[config.mk]
export PLATFORM = sky130hd
export DESIGN_NAME = spirv_spec_constant_patcher
export DESIGN_NICKNAME = d
export VERILOG_FILES = /design/src/sv/scp_pkg.sv /design/src/sv/spirv_spec_constant_patcher.sv /design/src/sv/scp_parser.sv
export SDC_FILE = /design/constraint.sdc
export NUM_CORES = 2
export LEC_CHECK = 0
export BUFFER_PORTS_ARGS = -buffer_cell sky130_fd_sc_hd__buf_2
export CORE_MARGIN = 3
export CORE_UTILIZATION = 55
export CTS_CLUSTER_SIZE = 30
export DETAILED_ROUTE_END_ITERATION = 16
export GPL_ROUTABILITY_DRIVEN = 0
export PLACE_DENSITY_LB_ADDON = 0.2
export SYNTH_ARGS = -nofsm -noshare
export SYNTH_HDL_FRONTEND = slang
export SYNTH_HIERARCHICAL = 1
export SYNTH_SLANG_ARGS = --single-unit
export TNS_END_PERCENT = 10
[constraint.sdc]
create_clock -name aclk -period 2.8 [get_ports aclk]
set_clock_uncertainty 0.15 [all_clocks]
set_input_delay 0 -clock aclk [delete_from_list [all_inputs] [get_ports aclk]]
set_output_delay 0 -clock aclk [all_outputs]
set_load 0.01 [all_outputs]
[src/sv/scp_pkg.sv]
// Shared types and constants for the SPIR-V spec constant patcher.
// No dependencies; imported by scp_parser and spirv_spec_constant_patcher.
package scp_pkg;

    // Opcodes and decorations recognized by the parser
    localparam logic [15:0] OP_DECORATE        = 16'd71;
    localparam logic [15:0] OP_SPEC_CONSTANT   = 16'd50;
    localparam logic [31:0] DECORATION_SPEC_ID = 32'd1;

    // Module header length in words
    localparam logic [2:0]  HEADER_WORDS = 3'd5;

    // Entry registers present on the config port
    localparam int NUM_ENTRY_REGS      = 4;
    localparam int DEFAULT_MAX_PATCHES = 4;

    // Config register indexes
    typedef enum logic [2:0] {
        CFG_PATCH_COUNT = 3'd0,
        CFG_ENTRY0      = 3'd1,
        CFG_ENTRY1      = 3'd2,
        CFG_ENTRY2      = 3'd3,
        CFG_ENTRY3      = 3'd4
    } cfg_idx_t;

    // Live configuration seen by the parser
    typedef struct packed {
        logic [2:0]                     count;
        logic [NUM_ENTRY_REGS-1:0][63:0] entry;
    } patch_cfg_t;

    // One result word
    typedef struct packed {
        logic [31:0] word;
        logic        patched;
        logic        last;
    } result_t;

endpackage

[src/sv/spirv_spec_constant_patcher.sv]
// Top level: config registers, parser and registered output stage.
// Depends on scp_pkg and scp_parser.
//
//  channel   ports                                   direction
//  -------   -------------------------------------   ---------
//  s_        s_valid s_ready s_word_in s_module_end  request in
//  m_        m_valid m_ready m_word_out
//            m_was_patched m_module_end_out          result out
//  cfg_      cfg_wr_en cfg_index cfg_wdata           write only
//
// One word per cycle unless m_ready stalls; each result appears in the cycle after
// its request is taken, set by the single output register after the parser logic.
// A new request is taken whenever the output register is empty or draining.
// A stall on m_ready holds the result and lowers s_ready until it is taken.
// Reset (aresetn low, synchronous) clears parser state and config registers.
module spirv_spec_constant_patcher #(
    parameter int MAX_PATCHES = scp_pkg::DEFAULT_MAX_PATCHES
) (
    input  logic        aclk,
    input  logic        aresetn,
    input  logic        s_valid,
    output logic        s_ready,
    input  logic [31:0] s_word_in,
    input  logic        s_module_end,
    output logic        m_valid,
    input  logic        m_ready,
    output logic [31:0] m_word_out,
    output logic        m_was_patched,
    output logic        m_module_end_out,
    input  logic        cfg_wr_en,
    input  logic [2:0]  cfg_index,
    input  logic [63:0] cfg_wdata
);
    import scp_pkg::*;

    patch_cfg_t cfg_reg;
    result_t    parse_result;
    result_t    out_reg;
    logic       m_valid_reg;
    logic       accept;

    assign s_ready = !m_valid_reg || m_ready;
    assign accept  = s_valid && s_ready;

    // Config registers
    always_ff @(posedge aclk) begin
        if (!aresetn) begin
            cfg_reg <= '0;
        end else if (cfg_wr_en) begin
            unique case (cfg_idx_t'(cfg_index))
                CFG_PATCH_COUNT: cfg_reg.count    <= cfg_wdata[2:0];
                CFG_ENTRY0:      cfg_reg.entry[0] <= cfg_wdata;
                CFG_ENTRY1:      cfg_reg.entry[1] <= cfg_wdata;
                CFG_ENTRY2:      cfg_reg.entry[2] <= cfg_wdata;
                CFG_ENTRY3:      cfg_reg.entry[3] <= cfg_wdata;
                default: ;
            endcase
        end
    end

    scp_parser #(
        .MAX_PATCHES (MAX_PATCHES)
    ) u_parser (
        .aclk       (aclk),
        .aresetn    (aresetn),
        .accept     (accept),
        .word_in    (s_word_in),
        .module_end (s_module_end),
        .cfg        (cfg_reg),
        .result     (parse_result)
    );

    // Output register
    always_ff @(posedge aclk) begin
        if (!aresetn) begin
            m_valid_reg <= 1'b0;
        end else if (s_ready) begin
            m_valid_reg <= s_valid;
        end
    end

    always_ff @(posedge aclk) begin
        if (accept) begin
            out_reg <= parse_result;
        end
    end

    assign m_valid          = m_valid_reg;
    assign m_word_out       = out_reg.word;
    assign m_was_patched    = out_reg.patched;
    assign m_module_end_out = out_reg.last;

    // Checks
    a_stall_means_full: assert property (@(posedge aclk) disable iff (!aresetn)
        !s_ready |-> m_valid_reg)
        else $error("input stalled with empty output register");

endmodule

[src/sv/scp_parser.sv]
// Instruction-boundary tracker, id binding and word replacement.
// Depends on scp_pkg. State advances only on an accepted request.
module scp_parser #(
    parameter int MAX_PATCHES = scp_pkg::DEFAULT_MAX_PATCHES
) (
    input  logic                 aclk,
    input  logic                 aresetn,
    input  logic                 accept,
    input  logic [31:0]          word_in,
    input  logic                 module_end,
    input  scp_pkg::patch_cfg_t  cfg,
    output scp_pkg::result_t     result
);
    import scp_pkg::*;

    localparam int NUM_SLOTS = (MAX_PATCHES < NUM_ENTRY_REGS) ? MAX_PATCHES : NUM_ENTRY_REGS;

    logic [2:0]                 header_seen_reg, header_seen_next;
    logic [15:0]                offset_reg, offset_next;
    logic [15:0]                length_reg, length_next;
    logic [15:0]                kind_reg, kind_next;
    logic [31:0]                first_op_reg, first_op_next;
    logic [31:0]                second_op_reg, second_op_next;
    logic [NUM_SLOTS-1:0][31:0] bound_id_reg, bound_id_next;
    logic [NUM_SLOTS-1:0]       bound_reg, bound_next;
    logic [2:0]                 patches_left_reg, patches_left_next;
    logic                       stopped_reg, stopped_next;

    logic [2:0]  in_use;
    logic [16:0] offset_inc;

    // Entries in use: patch count clipped to the slot count
    assign in_use = (cfg.count > 3'(NUM_SLOTS)) ? 3'(NUM_SLOTS) : cfg.count;
    assign offset_inc = {1'b0, offset_reg} + 17'd1;

    // Next state and result for the word at the input
    always_comb begin
        logic found;
        found             = 1'b0;
        header_seen_next  = header_seen_reg;
        offset_next       = offset_reg;
        length_next       = length_reg;
        kind_next         = kind_reg;
        first_op_next     = first_op_reg;
        second_op_next    = second_op_reg;
        bound_id_next     = bound_id_reg;
        bound_next        = bound_reg;
        patches_left_next = patches_left_reg;
        stopped_next      = stopped_reg;
        result.word       = word_in;
        result.patched    = 1'b0;
        result.last       = module_end;

        if (header_seen_reg < HEADER_WORDS) begin
            if (header_seen_reg == 3'd0) begin
                patches_left_next = in_use;
            end
            header_seen_next = header_seen_reg + 3'd1;
        end else if (!stopped_reg) begin
            if (offset_reg == 16'd0) begin
                // First word of an instruction
                if (patches_left_reg == 3'd0 || word_in[31:16] == 16'd0) begin
                    stopped_next = 1'b1;
                end else begin
                    length_next = word_in[31:16];
                    kind_next   = word_in[15:0];
                    offset_next = (word_in[31:16] == 16'd1) ? 16'd0 : 16'd1;
                end
            end else begin
                if (offset_reg == 16'd1) begin
                    first_op_next = word_in;
                end else if (offset_reg == 16'd2) begin
                    second_op_next = word_in;
                end else if (offset_reg == 16'd3 && length_reg >= 16'd4) begin
                    if (kind_reg == OP_DECORATE && second_op_reg == DECORATION_SPEC_ID) begin
                        // Bind first free entry with matching spec id
                        for (int j = 0; j < NUM_SLOTS; j++) begin
                            if (!found && 3'(j) < in_use && !bound_reg[j] &&
                                cfg.entry[j][63:32] == word_in) begin
                                found            = 1'b1;
                                bound_id_next[j] = first_op_reg;
                                bound_next[j]    = 1'b1;
                            end
                        end
                    end else if (kind_reg == OP_SPEC_CONSTANT) begin
                        // Replace value word from first bound match
                        for (int j = 0; j < NUM_SLOTS; j++) begin
                            if (!found && 3'(j) < in_use && bound_reg[j] &&
                                bound_id_reg[j] == second_op_reg) begin
                                found          = 1'b1;
                                result.word    = cfg.entry[j][31:0];
                                result.patched = 1'b1;
                            end
                        end
                        if (found && patches_left_reg != 3'd0) begin
                            patches_left_next = patches_left_reg - 3'd1;
                        end
                    end
                end
                offset_next = (offset_inc >= {1'b0, length_reg}) ? 16'd0 : offset_inc[15:0];
            end
        end

        // End of module clears all parser state and reloads the patch budget
        if (module_end) begin
            header_seen_next  = 3'd0;
            offset_next       = 16'd0;
            length_next       = 16'd0;
            kind_next         = 16'd0;
            first_op_next     = 32'd0;
            second_op_next    = 32'd0;
            bound_id_next     = '0;
            bound_next        = '0;
            patches_left_next = in_use;
            stopped_next      = 1'b0;
        end
    end

    // State registers
    always_ff @(posedge aclk) begin
        if (!aresetn) begin
            header_seen_reg  <= 3'd0;
            offset_reg       <= 16'd0;
            length_reg       <= 16'd0;
            kind_reg         <= 16'd0;
            first_op_reg     <= 32'd0;
            second_op_reg    <= 32'd0;
            bound_id_reg     <= '0;
            bound_reg        <= '0;
            patches_left_reg <= 3'd0;
            stopped_reg      <= 1'b0;
        end else if (accept) begin
            header_seen_reg  <= header_seen_next;
            offset_reg       <= offset_next;
            length_reg       <= length_next;
            kind_reg         <= kind_next;
            first_op_reg     <= first_op_next;
            second_op_reg    <= second_op_next;
            bound_id_reg     <= bound_id_next;
            bound_reg        <= bound_next;
            patches_left_reg <= patches_left_next;
            stopped_reg      <= stopped_next;
        end
    end

    // Checks
    a_patch_only_spec_const: assert property (@(posedge aclk) disable iff (!aresetn)
        (accept && result.patched) |-> (kind_reg == OP_SPEC_CONSTANT && offset_reg == 16'd3))
        else $error("patch outside OpSpecConstant value word");

    a_end_clears: assert property (@(posedge aclk) disable iff (!aresetn)
        (accept && module_end) |=> (header_seen_reg == 3'd0 && bound_reg == '0 && !stopped_reg))
        else $error("module state not cleared after last word");

    a_stop_after_header: assert property (@(posedge aclk) disable iff (!aresetn)
        stopped_reg |-> (header_seen_reg == HEADER_WORDS))
        else $error("parsing stopped inside header");

    a_patches_bounded: assert property (@(posedge aclk) disable iff (!aresetn)
        patches_left_reg <= 3'(NUM_SLOTS))
        else $error("patches_left above slot count");

endmodule

* After elaboration in Yosys (flattened, before gate mapping)
Cells that the tools add are included.
** Word-level totals
- Bits in registers :: 545
- Input bits :: 105
- Output and inout bits :: 36
- Word-level logic and storage cells :: 288
** Operators by class
- Add/subtract/negate cells :: 3
- Magnitude comparators :: 8
- Eq/ne operators :: 32
- Mux-type cells :: 143
- Bitwise operators :: 2
- Reduce and logical (&&, ||, !) cells :: 75
** Operator list (count)
- $mux 128 :: 8
- $mux 32 :: 15
- $mux 33 :: 12
- $eq 32x32->1 :: 8
- $mux 16 :: 16
- $mux 1 :: 70
- $mux 3 :: 14
- $reduce_and 9->1 :: 4
- $eq 16x1->1 const B :: 2
- $eq 16x2->1 const B :: 2
- $eq 32x1->1 const B :: 1
- $logic_not 16->1 :: 2
- $mux 4 :: 8
- $logic_and 1x1->1 :: 26
- $reduce_bool 2->1 :: 10
- $add 16x1->17 const B :: 1
- $ge 17x16->1 :: 1
- $eq 16x6->1 const B :: 1
- $eq 16x7->1 const B :: 1
- $ge 16x3->1 const B :: 1
- $reduce_and 2->1 :: 7
- $ne 2x2->1 const B :: 6
- $ne 3x2->1 const B :: 4
- $reduce_bool 3->1 :: 4
- other kinds (19) :: 39

* Longest topological paths before layout
- Depth after elaboration :: 64
- Gate-level depth with buffers :: 15
- Gate-level depth less buffers :: 13

* Hierarchy
The synthesis kept the hierarchy.
** By module, submodules not included
- scp_parser :: instances 1, cells an instance 1935, area an instance 15761.4 um2, sequential area each 5024.8 um2
- spirv_spec_constant_patcher :: instances 1, cells an instance 949, area an instance 10493.8 um2, sequential area each 6226.0 um2

* Least setup slack after synthesis
Ideal clock, no wire load.
- Kind :: flip-flop to flip-flop
- Start :: register m_valid_reg, in the netlist m_valid
- End :: register u_parser.second_op_reg[0]
- Library setup time :: 0.128 ns
- Arrival :: 2.880 ns
- Required time :: 2.522 ns
- Setup slack :: -0.358 ns
- Cell stages (with the launch flop) :: 8
- Path buffers :: 1
- Clock period less this slack :: 3.158 ns
- Cell sequence :: dfxtp_1 nand2b_1 and2_1 o21ai_1 nor2_1 clkbuf_1 mux2i_1 nor2_1
** On the way
- Word-level cells in the longest chain between the ends :: 4
** RTL lines
- from (decl) :: RTL line spirv_spec_constant_patcher.sv:39 : logic m_valid_reg;
- from (signal assigned) :: RTL line spirv_spec_constant_patcher.sv:78 : m_valid_reg <= s_valid;
- $logic_not 1->1 :: RTL line spirv_spec_constant_patcher.sv:42 : assign s_ready = !m_valid_reg || m_ready;
- $logic_or 1x1->1 :: RTL line spirv_spec_constant_patcher.sv:42
- via s_ready :: RTL line spirv_spec_constant_patcher.sv:22 : output logic s_ready,
- $logic_and 1x1->1 :: RTL line spirv_spec_constant_patcher.sv:43 : assign accept = s_valid && s_ready;
- via accept :: RTL line spirv_spec_constant_patcher.sv:40 : logic accept;
- $reduce_and 6->1 (no source line)
- to (signal assigned) :: RTL line scp_parser.sv:138 : second_op_reg <= second_op_next;
- to (decl) :: RTL line scp_parser.sv:23 : logic [31:0] second_op_reg, second_op_next;
The timed path passes the listed nets, and every way through them passes these cells.
A chain may end at the register's enable or synchronous reset.

* Worst setup path after layout
- Start :: register u_parser.second_op_reg[1]
- End :: register u_parser/bound_id_reg[113] in the netlist's numbering
** On the way
- Word-level cells in the longest chain between the ends :: 4
** RTL lines
- $eq 32x1->1 :: RTL line scp_parser.sv:75 : if (kind_reg == OP_DECORATE && second_op_reg == DECORATION_SPEC_ID) begin
- $logic_and 1x1->1 :: RTL line scp_parser.sv:75
- $reduce_bool 2->1 (no source line)
- $reduce_and 9->1 (no source line)
- to (signal assigned) :: RTL line scp_parser.sv:139 : bound_id_reg <= bound_id_next;
- to (decl) :: RTL line scp_parser.sv:24 : logic [NUM_SLOTS-1:0][31:0] bound_id_reg, bound_id_next;
No other way between the ends.

==> results.sh <==
export IMPL_crit_path_max_fanout=5
export IMPL_routed_wl_um=90900
export IMPL_maxSlewHeadroom_pct=41.8
export IMPL_synth_adder_area_share_pct=1.14
export IMPL_synth_edf_count=34
export IMPL_finalHoldViolCount=0
export IMPL_drv_slew=0
export IMPL_drive_gt1_share_pct=19.9
export IMPL_synth_seq_area_share_pct=42.9
export IMPL_overflow=0
export IMPL_fp_dieArea_sq_mm=0.0504
export IMPL_grt_max_degree=151
export IMPL_fin_crit_sh_pct=107
export IMPL_drtIter0Drc=2442
export IMPL_synth_xor_area_share_pct=9.07
export IMPL_synth_main_ff_cell="dfxtp_1"
export IMPL_grt_usage_pct=34.5
export IMPL_violations="setup timing"
export IMPL_synth_compound_area_share_pct=5.05
export IMPL_syn_nets=3013
export IMPL_vias_per_cell=6.09
export IMPL_async_flop_share_pct=0
export IMPL_hold_class="in -> reg"
export IMPL_numCtsBuffers=56
export IMPL_cts_root_buf="clkbuf_16"
export IMPL_start_util_pct=56.0
export IMPL_ys_seq_elements=545
export IMPL_clk_pin_slew_ns=0.06
export IMPL_required_ns=3.14
export IMPL_post_route_util_pct=69.8
export IMPL_synth_simple_area_share_pct=20.4
export IMPL_dpl_cell_area_sq_mm=0.0286
export IMPL_p_leak_nw=14.0
export IMPL_hold_ws_ns=0.0907
export IMPL_p_per_area_mw_per_mm2=533
export IMPL_wl_per_cell_um=23.7
export IMPL_final_cells=3829
export IMPL_syn_inst=2884
export IMPL_outcome="complete, but fails checks"
export IMPL_drtAntennaViolNets=0
export IMPL_final_area_sq_mm=0.0327
export IMPL_rows=79
export IMPL_place_detailed_hpwl_um=60400
export IMPL_synthMuxAreaShare_pct=16.4
export IMPL_irDropWorstVdd_mv=0.556
export IMPL_finalCriticalPeriod_ns=3.00
export IMPL_clock_sinks=545
export IMPL_tightest_slew_ns=0.868
export IMPL_place_inst=3591
export IMPL_clock_latency_ns=0.61
export IMPL_die_w_um=224
export IMPL_fmax_ghz=0.333
export IMPL_place_ws_ns=-0.394
export IMPL_largest_reg_flops=259
export IMPL_end_kind="flip-flop"
export IMPL_setup_viol=104
export IMPL_post_synth_num_cell_types=58
export IMPL_worst_ep_arrival_time_ns=3.34
export IMPL_io_buffers=140
export IMPL_ys_warn_count=6
export IMPL_start_kind="flip-flop"
export IMPL_criticalPathCategory="reg -> reg"
export IMPL_tritoncts="done"
export IMPL_antenna_found_initial=8
export IMPL_dr_pass1_iters=6
export IMPL_grt_pass1_vias=22800
export IMPL_nets=3302
export IMPL_avgSynthCellArea_sq_um=9.10
export IMPL_fillers=3489
export IMPL_io_pin_count=141
export IMPL_h_tree_depth=2
export IMPL_grt_pass1_wl_um=135000
export IMPL_drcViolationCount=0
export IMPL_die_h_um=224
export IMPL_area_growth_pct=24.5
export IMPL_cts_path_max_buffers=3
export IMPL_core_area_sq_mm=0.0469
export IMPL_via_count=23300
export IMPL_fin_ws_ns=-0.202
export IMPL_synth_top_family_by_area="simple AND/OR/NAND/NOR gates"
export IMPL_syn_area_sq_mm=0.0263
export IMPL_rsz0062_at_grt="yes"
export IMPL_maxCapViolCount=0
cells in the final DEF (no fill, tap or decap), drive strengths merged, types with 58 or more instances in the layout:
master / netlist / final
buf: 70 / 368
clkbuf: 176 / 88
dfxtp: 511 / 511
dlygate4sd3: 0 / 105
inv: 60 / 60
mux2i: 429 / 429
nand2: 488 / 489
nand3: 88 / 88
nor2: 154 / 154
nor2b: 100 / 100
nor3: 58 / 58
nor4: 107 / 107
xnor2: 75 / 75
xor2: 197 / 197
cell usage after synthesis (all sizes together) (2+ instances only):
master / number / share of area [%]
nand3: 88 / 1.7
nor2b: 100 / 2.4
or4b: 2 / 0.076
or2: 2 / 0.048
buf: 70 / 1.7
nand2b: 12 / 0.29
nand4bb: 2 / 0.086
dfxtp: 511 / 39
xor2: 197 / 6.6
o21ai: 21 / 0.40
nor2: 154 / 2.2
nor3b: 3 / 0.086
inv: 60 / 0.86
nand2: 488 / 7.0
ha: 24 / 1.1
o41ai: 2 / 0.067
a21oi: 49 / 0.93
a22oi: 32 / 0.91
o221ai: 10 / 0.33
xnor2: 75 / 2.5
nor4bb: 2 / 0.076
edfxtp: 34 / 3.9
o221a: 23 / 0.99
and3: 4 / 0.095
nor4: 107 / 2.6
and2: 3 / 0.071
clkbuf: 176 / 2.5
and4: 5 / 0.17
a21o: 6 / 0.17
o31a: 3 / 0.10
a31oi: 32 / 0.76
a21boi: 3 / 0.086
o21a: 5 / 0.14
nand4: 39 / 0.95
nor4b: 4 / 0.21
or3: 5 / 0.12
nand4b: 2 / 0.067
nand3b: 32 / 0.91
o211ai: 2 / 0.057
nor3: 58 / 1.1
mux2i: 429 / 16
timing repair:
action	in CTS	in global routing
cloned	3	5
pin swaps	16	70
setup endpoints to repair	167	182
hold endpoints to repair	348	0
hold buffers	105	0
setup buffers	3	15
resized for setup	46	157
cells by family after synthesis:
logic type               after synthesis
AO/OA/AOI/OAI                        191
XOR/XNOR                             272
adder cells (fa/ha/maj)               24
buffers and inverters                307
flip-flops                           545
multiplexers                         429
AND/OR/NAND/NOR                     1116
metal layers:
| metal | routed length [um] | part of all wire [%] | up-vias | global-route usage (%) |
|---|---|---|---|---|
| li1 | - | - | 10400 | - |
| met1 | 34300 | 38 | 11300 | 42.8 |
| met2 | 41500 | 46 | 1230 | 55.7 |
| met3 | 8040 | 8.8 | 370 | 6.12 |
| met4 | 7160 | 7.9 | 2 | 22.2 |
| met5 | 10 | 0.011 | - | 0 |
cell type report:
cell class / count / area [sq um] / share of cell area (%)
multi-input cells: 2033 / 14500 / 44.4
flip-flops and latches: 545 / 11300 / 34.6
clock inverters: 15 / 124 / 0.379
well taps: 607 / 759 / 2.32
inverters: 61 / 230 / 0.704
clock buffers: 85 / 1700 / 5.21
repair buffers: 476 / 4040 / 12.3
diodes: 7 / 17.5 / 0.0536
final timing paths:
check                       startpoint                         end  slack, ns  depth (start not counted)
max          u_parser/second_op_reg[1]  u_parser/bound_id_reg[113]      -0.20                          9
min                      cfg_wdata[11]                cfg_reg[203]       0.09                          4
min reg2reg                cfg_reg[21]                 cfg_reg[21]       0.31                          2
max reg2reg  u_parser/second_op_reg[1]  u_parser/bound_id_reg[113]      -0.20                          9
worst max-delay path: stages (launching register included):
cell	delay, ns
dfxtp_2	0.34
nor4bb_1	0.27
nand4b_1	0.31
nor4_4	0.32
buf_4	0.16
a21o_1	0.15
nand3_2	0.10
or4b_4	0.69
buf_12	0.21
mux2i_4	0.18
report_power, final:
part	internal, W	total, W	switching (W)
sequential	0.00798	0.00810	0.000114
clock	0.00435	0.00750	0.00315
combinational	0.000715	0.00181	0.00110
stage by stage:
| stage | setup TNS [ns] | total power (W) |
|---|---|---|
| after global placement | -17.05 | 0.00979 |
| final | -12.00 | 0.0174 |
| after detailed placement | -24.86 | 0.00981 |
| after global routing | -22.29 | 0.0179 |
| after CTS | -7.75 | 0.0173 |
| after floorplan | -1.88 | 0.00913 |
No activity file was read; power rests on OpenSTA's default activity.
